[config.mk]
export PLATFORM = sky130hd
export DESIGN_NAME = fpa_queue
export DESIGN_NICKNAME = d
export VERILOG_FILES = /design/src/sv/fpa_pkg.sv /design/src/sv/fpa_queue.sv
export SDC_FILE = /design/constraint.sdc
export NUM_CORES = 1
export LEC_CHECK = 0
export BUFFER_PORTS_ARGS = -buffer_cell sky130_fd_sc_hd__buf_2
export CORE_UTILIZATION = 30
export CTS_CLUSTER_DIAMETER = 50
export CTS_CLUSTER_SIZE = 30
export DETAILED_ROUTE_END_ITERATION = 12
export PLACE_DENSITY_LB_ADDON = 0.15
export SETUP_SLACK_MARGIN = 0.3
export SYNTH_ARGS = -nofsm -noshare
export SYNTH_HDL_FRONTEND = slang
export SYNTH_SLANG_ARGS = --single-unit
[constraint.sdc]
create_clock -name clk -period 5.2 [get_ports clk]
set_clock_uncertainty 0.05 [all_clocks]
set_input_delay 1.04 -clock clk [delete_from_list [all_inputs] [get_ports clk]]
set_output_delay 1.04 -clock clk [all_outputs]
set_load 0.05 [all_outputs]
[src/sv/fpa_pkg.sv]
// ============================================================================
// fpa_pkg
// Shared types and constants for the fixed-point ALU.
// ============================================================================
package fpa_pkg;

    typedef enum logic [3:0] {
        CMD_ADD      = 4'd0,
        CMD_SUB      = 4'd1,
        CMD_MUL      = 4'd2,
        CMD_DIV      = 4'd3,
        CMD_GT       = 4'd4,
        CMD_LT       = 4'd5,
        CMD_GE       = 4'd6,
        CMD_LE       = 4'd7,
        CMD_EQ       = 4'd8,
        CMD_NE       = 4'd9,
        CMD_MAX      = 4'd10,
        CMD_MIN      = 4'd11,
        CMD_INC      = 4'd12,
        CMD_DEC      = 4'd13,
        CMD_FROM_INT = 4'd14,
        CMD_TO_INT   = 4'd15
    } cmd_t;

    typedef enum logic [1:0] {
        UNIT_ALU = 2'd0,
        UNIT_MUL = 2'd1,
        UNIT_DIV = 2'd2
    } unit_t;

    typedef enum logic [1:0] {
        ST_OK       = 2'd0,
        ST_DIV_ZERO = 2'd1,
        ST_SAT      = 2'd2
    } status_t;

    typedef struct packed {
        cmd_t  cmd;
        unit_t unit;
    } item_t;

    localparam int QUEUE_DEPTH = 4;
    localparam int QPTR_W      = 2;
    localparam int QCNT_W      = 3;
    localparam int OPND_W      = 32;

endpackage

[src/sv/fpa_queue.sv]
// ============================================================================
// fpa_queue
// Short word queue between the decode front and the execute back.
// ============================================================================
module fpa_queue
(
    input  logic                         clk,
    input  logic                         rst_n,
    input  logic                         push,
    input  fpa_pkg::item_t               push_item,
    input  logic [fpa_pkg::OPND_W-1:0]   push_a,
    input  logic [fpa_pkg::OPND_W-1:0]   push_b,
    output logic                         pop,
    output fpa_pkg::item_t               pop_item,
    output logic [fpa_pkg::OPND_W-1:0]   pop_a,
    output logic [fpa_pkg::OPND_W-1:0]   pop_b,
    output logic [fpa_pkg::QCNT_W-1:0]   level
);

    localparam int EW = $bits(fpa_pkg::item_t) + 2 * fpa_pkg::OPND_W;

    logic [EW-1:0]                 mem [fpa_pkg::QUEUE_DEPTH];
    logic [fpa_pkg::QPTR_W-1:0]    wr_ptr_reg;
    logic [fpa_pkg::QPTR_W-1:0]    rd_ptr_reg;
    logic [fpa_pkg::QCNT_W-1:0]    count_reg;
    logic [fpa_pkg::QCNT_W-1:0]    count_next;
    logic [EW-1:0]                 rd_word;

    // the back never stalls: drain one word every cycle there is one
    assign pop     = (count_reg != '0);
    assign rd_word = mem[rd_ptr_reg];
    assign pop_item = fpa_pkg::item_t'(rd_word[EW-1 -: $bits(fpa_pkg::item_t)]);
    assign pop_a   = rd_word[2*fpa_pkg::OPND_W-1 -: fpa_pkg::OPND_W];
    assign pop_b   = rd_word[fpa_pkg::OPND_W-1:0];
    assign level   = count_reg;

    always_comb
    begin
        count_next = count_reg;
        if (push && !pop)
            count_next = count_reg + 1'b1;
        else if (!push && pop)
            count_next = count_reg - 1'b1;
    end

    always_ff @(posedge clk or negedge rst_n)
    begin
        if (!rst_n)
        begin
            wr_ptr_reg <= '0;
            rd_ptr_reg <= '0;
            count_reg  <= '0;
        end
        else
        begin
            if (push)
                wr_ptr_reg <= wr_ptr_reg + 1'b1;
            if (pop)
                rd_ptr_reg <= rd_ptr_reg + 1'b1;
            count_reg <= count_next;
        end
    end

    always_ff @(posedge clk)
    begin
        if (push)
            mem[wr_ptr_reg] <= {push_item, push_a, push_b};
    end

endmodule

==> results.cfg <==
[status]
outcome = finished, final reports clean

[pwr]
power_density_mw_per_mm2 = 680.1
leakagePower_nw = 4.404
p_switching_mw = 3.342
p_seq_share_pct = 37.6
vdd_drop_max_mv = 0.3663
intPower_mw = 5.467
combPwrFrac_pct = 34.2
swShare_pct = 37.94
p_clk_share_pct = 28.1

[final_layout]
largest_reg_flops = 280
largest_register = mem
final_common_cell = edfxtp_1
area_growth_pct = 22.67
nets = 649
drive_gt1_share_pct = 47.57
layout_common_cells = 280 x edfxtp_1, 146 x buf_2, 68 x mux4_2

[routing]
drc_errors = 0
viasPerCell = 4.457
wl_mm = 20.75
drt_iter0_markers = 258
routed-via-count = 4698
drtPass1Iterations = 4
routedWlPerCell_um = 19.68
ant_nets = 0

[timing]
max_freq_mhz = 271.2
worst_pin_slew_ps = 1160
min_period_ps = 3687
grt_setup_unrepaired = no
slew_headroom_pct = 22.66
drv_slew = 0
holdWs_ps = 319.1
finalHoldViolCount = 0
fin_crit_sh_pct = 70.90
setup_viol = 0
final.setup.tns_ps = 0

[clock_network]
clock_path_buffers = 3
post_cts_resized = 0
cts.sinks = 287
numCtsBuffers = 34
clkTransAtPathRegs_ps = 60
cts_hold_buf = 0
h-tree-depth = 2
clk_latency_ps = 490
cts_tree = built
cts_setup_buffers = 0
cts-root-buf = clkbuf_16

[worst_setup_path]
cpPeakStageDelay_ps = 730
path_cells = buf_12, mux4_1, buf_2
cp-start-kind = flip-flop
slowest_stage = dfrtp_4
cp-end-kind = output pin
critical_path_class = flip-flop to output pin
cp_num_buf_inv = 2
critPathArrivalTime_ps = 2600
r2r_slack_ps = 2920
cp.required_ps = 4110
path_max_fanout = 50
critical-path-top-delay-family = flip-flops

[floorplan]
fp.dieW_um = 189.6
start_util_pct = 30.56
design.core.area_mm2 = 0.03454
die_h_um = 189.6
die_area_mm2 = 0.03595
fp-row-count = 68
pin_count = 147

[global_routing]
grt_usage_pct = 11.88
grt_pass1_vias = 5326
grt_pass1_wl_mm = 31.62
antenna_found_initial = 2
grt_max_degree = 72
grt_overflow = 0

[yosys]
ys_ff_latch = 287
yosys-top-cells-area = edfxtp_1 80%, mux4_2 15%, dfrtp_1 1.7%
yosysTopAreaCell = edfxtp_1
synth.distinct_cells = 19
synthCells = 400
syn_area_mm2 = 0.01056
ys_seq_area_share_pct = 81.30
synth_top_area_share_pct = 79.64
synth.avg_cell_area_um2 = 26.39
yosysWarnings = 0
synth_nets = 478

[placed_design]
gp_congestion = 0.6489
port_buffers = 146
dp_hpwl_mm = 11.67

[worst_hold_path]
hp-class = input port to asynchronous set/reset pin

[flow_run]
cap_violations = 0
==> cells in the mapped netlist, drive strengths merged <==
library cell and count:
edfxtp 280, buf 15, a21o 1, and2 4, nor3 1, o21ai 2, ha 5, mux4 70
nor2 1, xor2 3, nand2 2, or3 1, clkbuf 1, dfrtp 7, inv 3, xnor2 4
==> power groups by stage <==
stage          combinational, mW  sequential (mW)  clock (mW)
5_1_grt                     3.19             3.37        2.64
3_5_place_dp                3.09             3.38           0
4_1_cts                     3.10             3.34        2.56
2_1_floorplan               2.57             3.21           0
6_report                    3.02             3.31        2.48
3_3_place_gp                3.08             3.36           0
==> final cells by class <==
cell class	instances	area, um2
fill	3217	21590
sequential	287	8591
multi-input combinational	94	1783
clock buffer	38	929.6
timing repair buffer	151	780.7
tap	455	569.3
clock inverter	24	281.5
inverter	3	11.26
antenna	2	5.005
==> layer usage <==
layer	vias to the layer above	part of all wire [%]	global-route usage (%)
met4	0	2.1	3.877
met3	34	6.6	3.985
li1	2079	-	-
met1	2450	41	14.24
met5	-	0	0
met2	135	50	20.06
==> metrics by stage <==
stage	util [%]	worst slack [ps]	instance area [um2]	power [mW]	std cells
after floorplan	-	2034	10560	5.785	400
after global placement	33.97	1968	11740	6.432	990
after detailed placement	33.97	1952	11740	6.473	990
after CTS	37.48	1408	12950	8.995	1052
after global routing	37.48	1316	12950	9.209	1052
final	37.49	1513	12950	8.809	1054
==> cells by family (layout without fill, tap and decap cells) <==
group	after synthesis	in the layout	share of synthesized area (%)
flops	287	287	81.30
fa+ha+maj	5	5	0.5926
buf+inv	19	216	1.908
compound gates	3	3	0.1659
mux	70	70	15.00
simple gates	9	9	0.4503
other cells	0	2	0
xor+xnor	7	7	0.5807
==> worst paths after layout <==
| path | endpoint | start | depth (start not counted) |
|---|---|---|---|
| worst max-delay path | pop_a[30] | rd_ptr_reg[0] | 3 |
| min in group clk | level[2] | level[2] | 1 |
| worst min register to register | level[2] | level[2] | 1 |
| worst min-delay path | level[0] | rst_n | 1 |
| max in group asynchronous | rd_ptr_reg[1] | rst_n | 1 |
| worst max register to register | mem[1][62] | wr_ptr_reg[1] | 4 |
(Power assumes the default switching activity.)
