### src/sv/fpa_pkg.sv
// ============================================================================
// fpa_pkg
// Shared types and constants for the fixed-point ALU.
// ============================================================================
package fpa_pkg;

    typedef enum logic [3:0] {
        CMD_ADD      = 4'd0,
        CMD_SUB      = 4'd1,
        CMD_MUL      = 4'd2,
        CMD_DIV      = 4'd3,
        CMD_GT       = 4'd4,
        CMD_LT       = 4'd5,
        CMD_GE       = 4'd6,
        CMD_LE       = 4'd7,
        CMD_EQ       = 4'd8,
        CMD_NE       = 4'd9,
        CMD_MAX      = 4'd10,
        CMD_MIN      = 4'd11,
        CMD_INC      = 4'd12,
        CMD_DEC      = 4'd13,
        CMD_FROM_INT = 4'd14,
        CMD_TO_INT   = 4'd15
    } cmd_t;

    typedef enum logic [1:0] {
        UNIT_ALU = 2'd0,
        UNIT_MUL = 2'd1,
        UNIT_DIV = 2'd2
    } unit_t;

    typedef enum logic [1:0] {
        ST_OK       = 2'd0,
        ST_DIV_ZERO = 2'd1,
        ST_SAT      = 2'd2
    } status_t;

    typedef struct packed {
        cmd_t  cmd;
        unit_t unit;
    } item_t;

    localparam int QUEUE_DEPTH = 4;
    localparam int QPTR_W      = 2;
    localparam int QCNT_W      = 3;
    localparam int OPND_W      = 32;

endpackage

### src/sv/fpa_front.sv
// ============================================================================
// fpa_front
// Accepts commands, decodes the opcode into an execution unit class.
// ============================================================================
module fpa_front
(
    input  logic                     clk,
    input  logic                     rst_n,
    input  logic                     accept,
    input  logic [3:0]               cmd,
    input  logic [fpa_pkg::OPND_W-1:0] operand_a,
    input  logic [fpa_pkg::OPND_W-1:0] operand_b,
    output logic                     push,
    output fpa_pkg::item_t           push_item,
    output logic [fpa_pkg::OPND_W-1:0] push_a,
    output logic [fpa_pkg::OPND_W-1:0] push_b
);

    logic                       fv_reg;
    fpa_pkg::item_t             item_reg;
    fpa_pkg::item_t             item_next;
    logic [fpa_pkg::OPND_W-1:0] a_reg;
    logic [fpa_pkg::OPND_W-1:0] b_reg;

    always_comb
    begin
        item_next.cmd = fpa_pkg::cmd_t'(cmd);
        case (fpa_pkg::cmd_t'(cmd))
            fpa_pkg::CMD_MUL: item_next.unit = fpa_pkg::UNIT_MUL;
            fpa_pkg::CMD_DIV: item_next.unit = fpa_pkg::UNIT_DIV;
            default:          item_next.unit = fpa_pkg::UNIT_ALU;
        endcase
    end

    always_ff @(posedge clk or negedge rst_n)
    begin
        if (!rst_n)
        begin
            fv_reg <= 1'b0;
        end
        else
        begin
            fv_reg <= accept;
        end
    end

    always_ff @(posedge clk)
    begin
        if (accept)
        begin
            item_reg <= item_next;
            a_reg    <= operand_a;
            b_reg    <= operand_b;
        end
    end

    assign push      = fv_reg;
    assign push_item = item_reg;
    assign push_a    = a_reg;
    assign push_b    = b_reg;

endmodule

### config.mk
export PLATFORM = sky130hd
export DESIGN_NAME = fpa_front
export DESIGN_NICKNAME = d
export VERILOG_FILES = /design/src/sv/fpa_pkg.sv /design/src/sv/fpa_front.sv
export SDC_FILE = /design/constraint.sdc
export NUM_CORES = 1
export LEC_CHECK = 0
export BUFFER_PORTS_ARGS = -buffer_cell sky130_fd_sc_hd__buf_2
export CORE_ASPECT_RATIO = 0.6
export CORE_MARGIN = 2
export CORE_UTILIZATION = 37
export DETAILED_ROUTE_END_ITERATION = 6
export PLACE_DENSITY = 0.81
export SYNTH_ARGS = -nofsm -noshare
export SYNTH_HDL_FRONTEND = slang
export SYNTH_SLANG_ARGS = --single-unit
### constraint.sdc
create_clock -name clk -period 0.8 [get_ports clk]
set_clock_uncertainty 0.15 [all_clocks]
set_input_delay 0.04 -clock clk [delete_from_list [all_inputs] [get_ports clk]]
set_output_delay 0.04 -clock clk [all_outputs]
set_load 0.1 [all_outputs]
==> impl_metrics.toml, run 1 <==
[worst_setup_path]
crit_path_start_kind = "flop"
setup.worst_path.start = "push_a[21]"
crit_required_ns = 0.61
worstSetupPathType = "reg2out"
crit_family = "flip-flops"
crit_chain = "buf_12"
critical_path_arrival_ns = 1.00
crit_path_end_kind = "primary output"
crit_buf_inv = 1
slowest_stage = "edfxtp_1"
cpPeakStageDelay_ns = 0.45
cp_max_fo = 1

[sta]
final_hold_viol_count = 4
setup_slack_ns = -0.386
period_needed_ns = 1.19
fin_crit_sh_pct = 148
setup_viol = 74
fmax_mhz = 843
holdWs_ns = -0.202
tightest_slew_ns = 0.206
rsz0062_at_grt = "true"
slew_headroom_pct = 86.3
drv_slew = 0
tns_ns = -24.92

[cells_and_area]
final_nets = 366
syn2layout_area_growth_pct = 131
drive_above_1_share_pct = 53.3
stdcell_count = 380
utilization_pct = 88.9
fill_cells = 211
diodes = 0
multi_input_area_um2 = 36.3
register_area_um2 = 2130

[placement]
port_buffers = 141
place.gp.congestion = 0.719
dp.cells = 296
place_ws_ns = -0.0932

[routing]
wl_per_cell_um = 19.1
dr_total_vias = 1667
drtIter0Drc = 80
dr.pass1.iters = 4
finalWirelength_um = 7260
postRouteAntennaNets = 0
drc = 0
viasPerCell = 4.39

[die]
initial_core_util_pct = 38.5
rows = 21
fp.dieW_um = 103
dieArea_um2 = 6470
io_pins = 142
die_h_um = 63.1
core_area_um2 = 5600

[worst_hold_path]
worstHoldStart = "cmd[0]"
hp-class = "in2reg"
hold_depth = 1
worstHoldEndpoint = "push_item[2]"

[yosys]
ys_ff_latch = 71
synth_cell_types = 4
yosysSeqAreaShare_pct = 98.7
syn-cell-area_um2 = 2150
yosysTopAreaCellShare_pct = 97.6
yosysWarnings = 0
syn_inst = 73
yosys-top-cells-area = "edfxtp_1 98%, dfrtp_1 1.2%, nor4b_2 0.70%"
synth_largest_area_cell = "edfxtp_1"
syn_area_per_cell_um2 = 29.5
synth_nets = 144

[clocking]
h-tree-depth = 3
clk_pin_slew_worst_paths_ns = 0.07
clockBufferDepth = 2
cts-root-buf = "clkbuf_8"
clock-sinks = 71
cts_buffers = 9
cts_tree = "yes"

[grt]
track_usage_pct = 23.7
grt_max_degree = 39
grt_pass1_vias = 1934
antenna_found_initial = 0
gr-total-overflow = 0
grt_first_pass_wirelength_um = 10700

[run_status]
status = "finished with violations"
violations = "negative hold slack, negative setup slack"

[job]
max-cap-violations = 0

[power_and_ir_drop]
ir_drop_mv = 1.75
p_leak_uw = 0.00207
p_per_area_nw_per_um2 = 2310
-- where the power goes --
| part | leakage (uW) | switching, uW | internal, uW |
|---|---|---|---|
| combinational | 0.00127 | 2410 | 1400 |
| clock | 0.000100 | 1280 | 1730 |
| sequential | 0.000695 | 257 | 4430 |
| total | 0.00207 | 3950 | 7560 |
-- cells by family (layout without fill, tap and decap cells) --
family	Yosys count	count (layout)	share of synthesized area, %
buffers and inverters	0	227	0
and+or+nand+nor	2	2	1.28
DFF	71	71	98.7
-- how the worst max path moves through the flow --
stage / slack (ns) / end / depth (start not counted)
final: -0.39 / push_a[21] / 1
after global routing: -0.42 / push_a[21] / 1
after CTS: -0.40 / push / 1
after detailed placement: -0.09 / push_a[29] / 2
after global placement: -0.08 / push_b[18] / 2
after floorplan: -0.29 / push_a[0] / 0
-- stage by stage --
stage               area (um^2)  hold slack (ns)  power (uW)
global route               4980           -0.220       11800
global placement           4070           -0.333        8200
finish                     4980           -0.202       11500
floorplan                  2160           -0.406        6660
detailed placement         4070           -0.330        8270
CTS                        4970           -0.242       11500
-- layout by cell type (no fill, tap or decap) --
master and instances:
and4bb_2 1, buf_12 73, buf_2 70, bufinv_16 2, clkbuf_8 9, clkinv_1 2, clkinv_2 1, clkinvlp_4 2
dfrtp_4 1, dlygate4sd3_1 66, dlymetal6s4s_1 2, edfxtp_1 70, nor4b_4 1
-- flip-flops by register name, summed over array words and instances (netlist names) --
name / cells
push_item: 6
push_a: 32
push_b: 32
push: 1
-- cells in the mapped netlist --
cell / n
nor4b_2: 1
edfxtp_1: 70
and4bb_2: 1
dfrtp_1: 1
-- area by class of cell --
| class | instances | share of cell area (%) |
|---|---|---|
| repair buffers | 211 | 50.2 |
| flip-flops and latches | 71 | 42.8 |
| clock buffers | 9 | 2.49 |
| well taps | 80 | 2.01 |
| clock inverters | 7 | 1.76 |
| multi-input cells | 2 | 0.729 |
-- metal layers --
layer	track usage, %	vias to the layer above	wire length, um
met5	0	-	0
met4	7.67	0	143
met3	11.0	14	802
met2	40.5	113	3640
met1	26.2	798	2670
li1	-	742	-
-- repair_timing --
action,CTS,global route
hold buffers,69,1
resized for setup,0,3
pin swaps,0,1
endpoints found under the hold margin,72,6
buffers inserted,0,0
endpoints found under the setup margin,71,74
gates cloned,0,0
No activity file was read; power rests on OpenSTA's default activity.
==> run 2, diff against run 1 <==
--- a/config.mk
+++ b/config.mk
@@ -6,7 +6,6 @@
 export NUM_CORES = 1
 export LEC_CHECK = 0
 export BUFFER_PORTS_ARGS = -buffer_cell sky130_fd_sc_hd__buf_2
-export CORE_ASPECT_RATIO = 0.6
 export CORE_MARGIN = 2
 export CORE_UTILIZATION = 37
 export DETAILED_ROUTE_END_ITERATION = 6
==> run 2 against run 1 <==
  * The flow still finishes with violations (negative hold slack, negative setup slack)
  * Total power shrank 5.3%
  * Hold slack lost 0.012 ns
  * Global-route usage shrank 3.3 points
  * Clock power shrank 19%
  * Final cell count shrank 2.6%
  * Routed wire length shrank 13%
  * Critical path type unchanged
==> impl_metrics.toml, run 2 (same netlist as run 1, synthesis figures left out) <==
[grt]
grt_max_degree = 33
gr-total-overflow = 0
grt_first_pass_wirelength_um = 9140
antenna_found_initial = 0
grt_pass1_vias = 1770
track_usage_pct = 20.4

[worst_setup_path]
critical_path_arrival_ns = 0.99
setup.worst_path.end = "push"
crit_chain = "buf_12"
cpPeakStageDelay_ns = 0.49
crit_family = "flip-flops"
crit_path_start_kind = "flop"
crit_buf_inv = 1
worstSetupPathType = "reg2out"
crit_required_ns = 0.61
crit_cells = 1
cp_max_fo = 1
slowest_stage = "dfrtp_4"
setup.worst_path.start = "push"
crit_path_end_kind = "primary output"

[die]
die_h_um = 80.3
core_area_um2 = 5570
fp.dieW_um = 80.3
dieArea_um2 = 6450
io_pins = 142
initial_core_util_pct = 38.7
rows = 27

[sta]
setup_viol = 71
fin_crit_sh_pct = 148
rsz0062_at_grt = "true"
period_needed_ns = 1.18
tightest_slew_ns = 0.177
setup_slack_ns = -0.381
fmax_mhz = 847
drv_slew = 0
slew_headroom_pct = 88.1
final_hold_viol_count = 8
holdWs_ns = -0.215

[cells_and_area]
drive_above_1_share_pct = 53.4
syn2layout_area_growth_pct = 127
diodes = 0
final_area_um2 = 4890
multi_input_area_um2 = 27.5
fill_cells = 209
final_cell_mix = "73 x buf_12, 70 x buf_2, 70 x edfxtp_1"
register_area_um2 = 2130
final_nets = 364
final_common_cell = "buf_12"
utilization_pct = 87.7

[routing]
dr.pass1.iters = 4
finalWirelength_um = 6300
wl_per_cell_um = 17.0
dr_total_vias = 1624
viasPerCell = 4.39
drc = 0
postRouteAntennaNets = 0
drtIter0Drc = 94

[placement]
place.gp.congestion = 0.661
placed_cell_area_um2 = 4070
port_buffers = 141

[run_status]
violations = "negative hold slack, negative setup slack"
status = "finished with violations"

[clocking]
cts_tree = "yes"
clockBufferDepth = 2
cts_hold_buf = 67
clock-sinks = 71
cts-root-buf = "clkbuf_8"
clk_pin_slew_worst_paths_ns = 0.07
cts_buffers = 9
h-tree-depth = 3

[power_and_ir_drop]
total_power_uw = 10900
p_per_area_nw_per_um2 = 2230
p_leak_uw = 0.00203
ir_drop_mv = 1.37

[worst_hold_path]
hp-class = "in2reg"

[job]
max-cap-violations = 0
==> run 2: changes by cell type in the layout (fill, tap and decap cells not counted), sizes merged <==
cell	before	now
buf	143	144
bufinv	2	0
clkbuf	9	15
clkinv	3	1
clkinvlp	2	0
dlygate4sd3	66	65
dlymetal6s4s	2	0
==> run 2: how the worst min path moves through the flow <==
stage / start / to / depth (start not counted)
4_1_cts: cmd[0] / push_item[2] / 1
3_3_place_gp: rst_n / push / 1
5_1_grt: cmd[0] / push_item[2] / 1
6_report: cmd[1] / push_item[3] / 1
2_1_floorplan: rst_n / push / 0
3_5_place_dp: rst_n / push / 1
==> run 2: metrics by stage <==
step | TNS [ns] | cells | setup slack (ns)
floorplan | -20.58 | 73 | -0.294
global placement | -3.85 | 289 | -0.0605
detailed placement | -4.65 | 289 | -0.0732
CTS | -24.47 | 372 | -0.393
global route | -25.32 | 370 | -0.413
finish | -22.78 | 370 | -0.381
==> run 2: final cells by class <==
| class | count | share of cell area (%) |
|---|---|---|
| tap | 72 | 1.84 |
| clock buffer | 15 | 3.40 |
| multi-input combinational | 2 | 0.563 |
| clock inverter | 1 | 0.102 |
| sequential | 71 | 43.6 |
| timing repair buffer | 209 | 50.5 |
==> run 2: routing by layer <==
layer,share of wire [%],vias up,track usage [%]
met5,0,-,0
met4,3.2,0,12.7
met3,8.7,18,7.19
met2,55,104,36.9
met1,33,765,19.5
li1,-,737,-
==> run 2: timing repair <==
item	in CTS	in global routing
gates resized for setup	0	0
hold endpoints to repair	72	8
endpoints found under the setup margin	71	75
pin swaps	0	0
buffers inserted	0	0
==> run 2: where the power goes <==
group | switching (uW) | internal [uW] | total, uW
Sequential | 236 | 4430 | 4670
Combinational | 2380 | 1390 | 3770
Clock | 1150 | 1300 | 2450
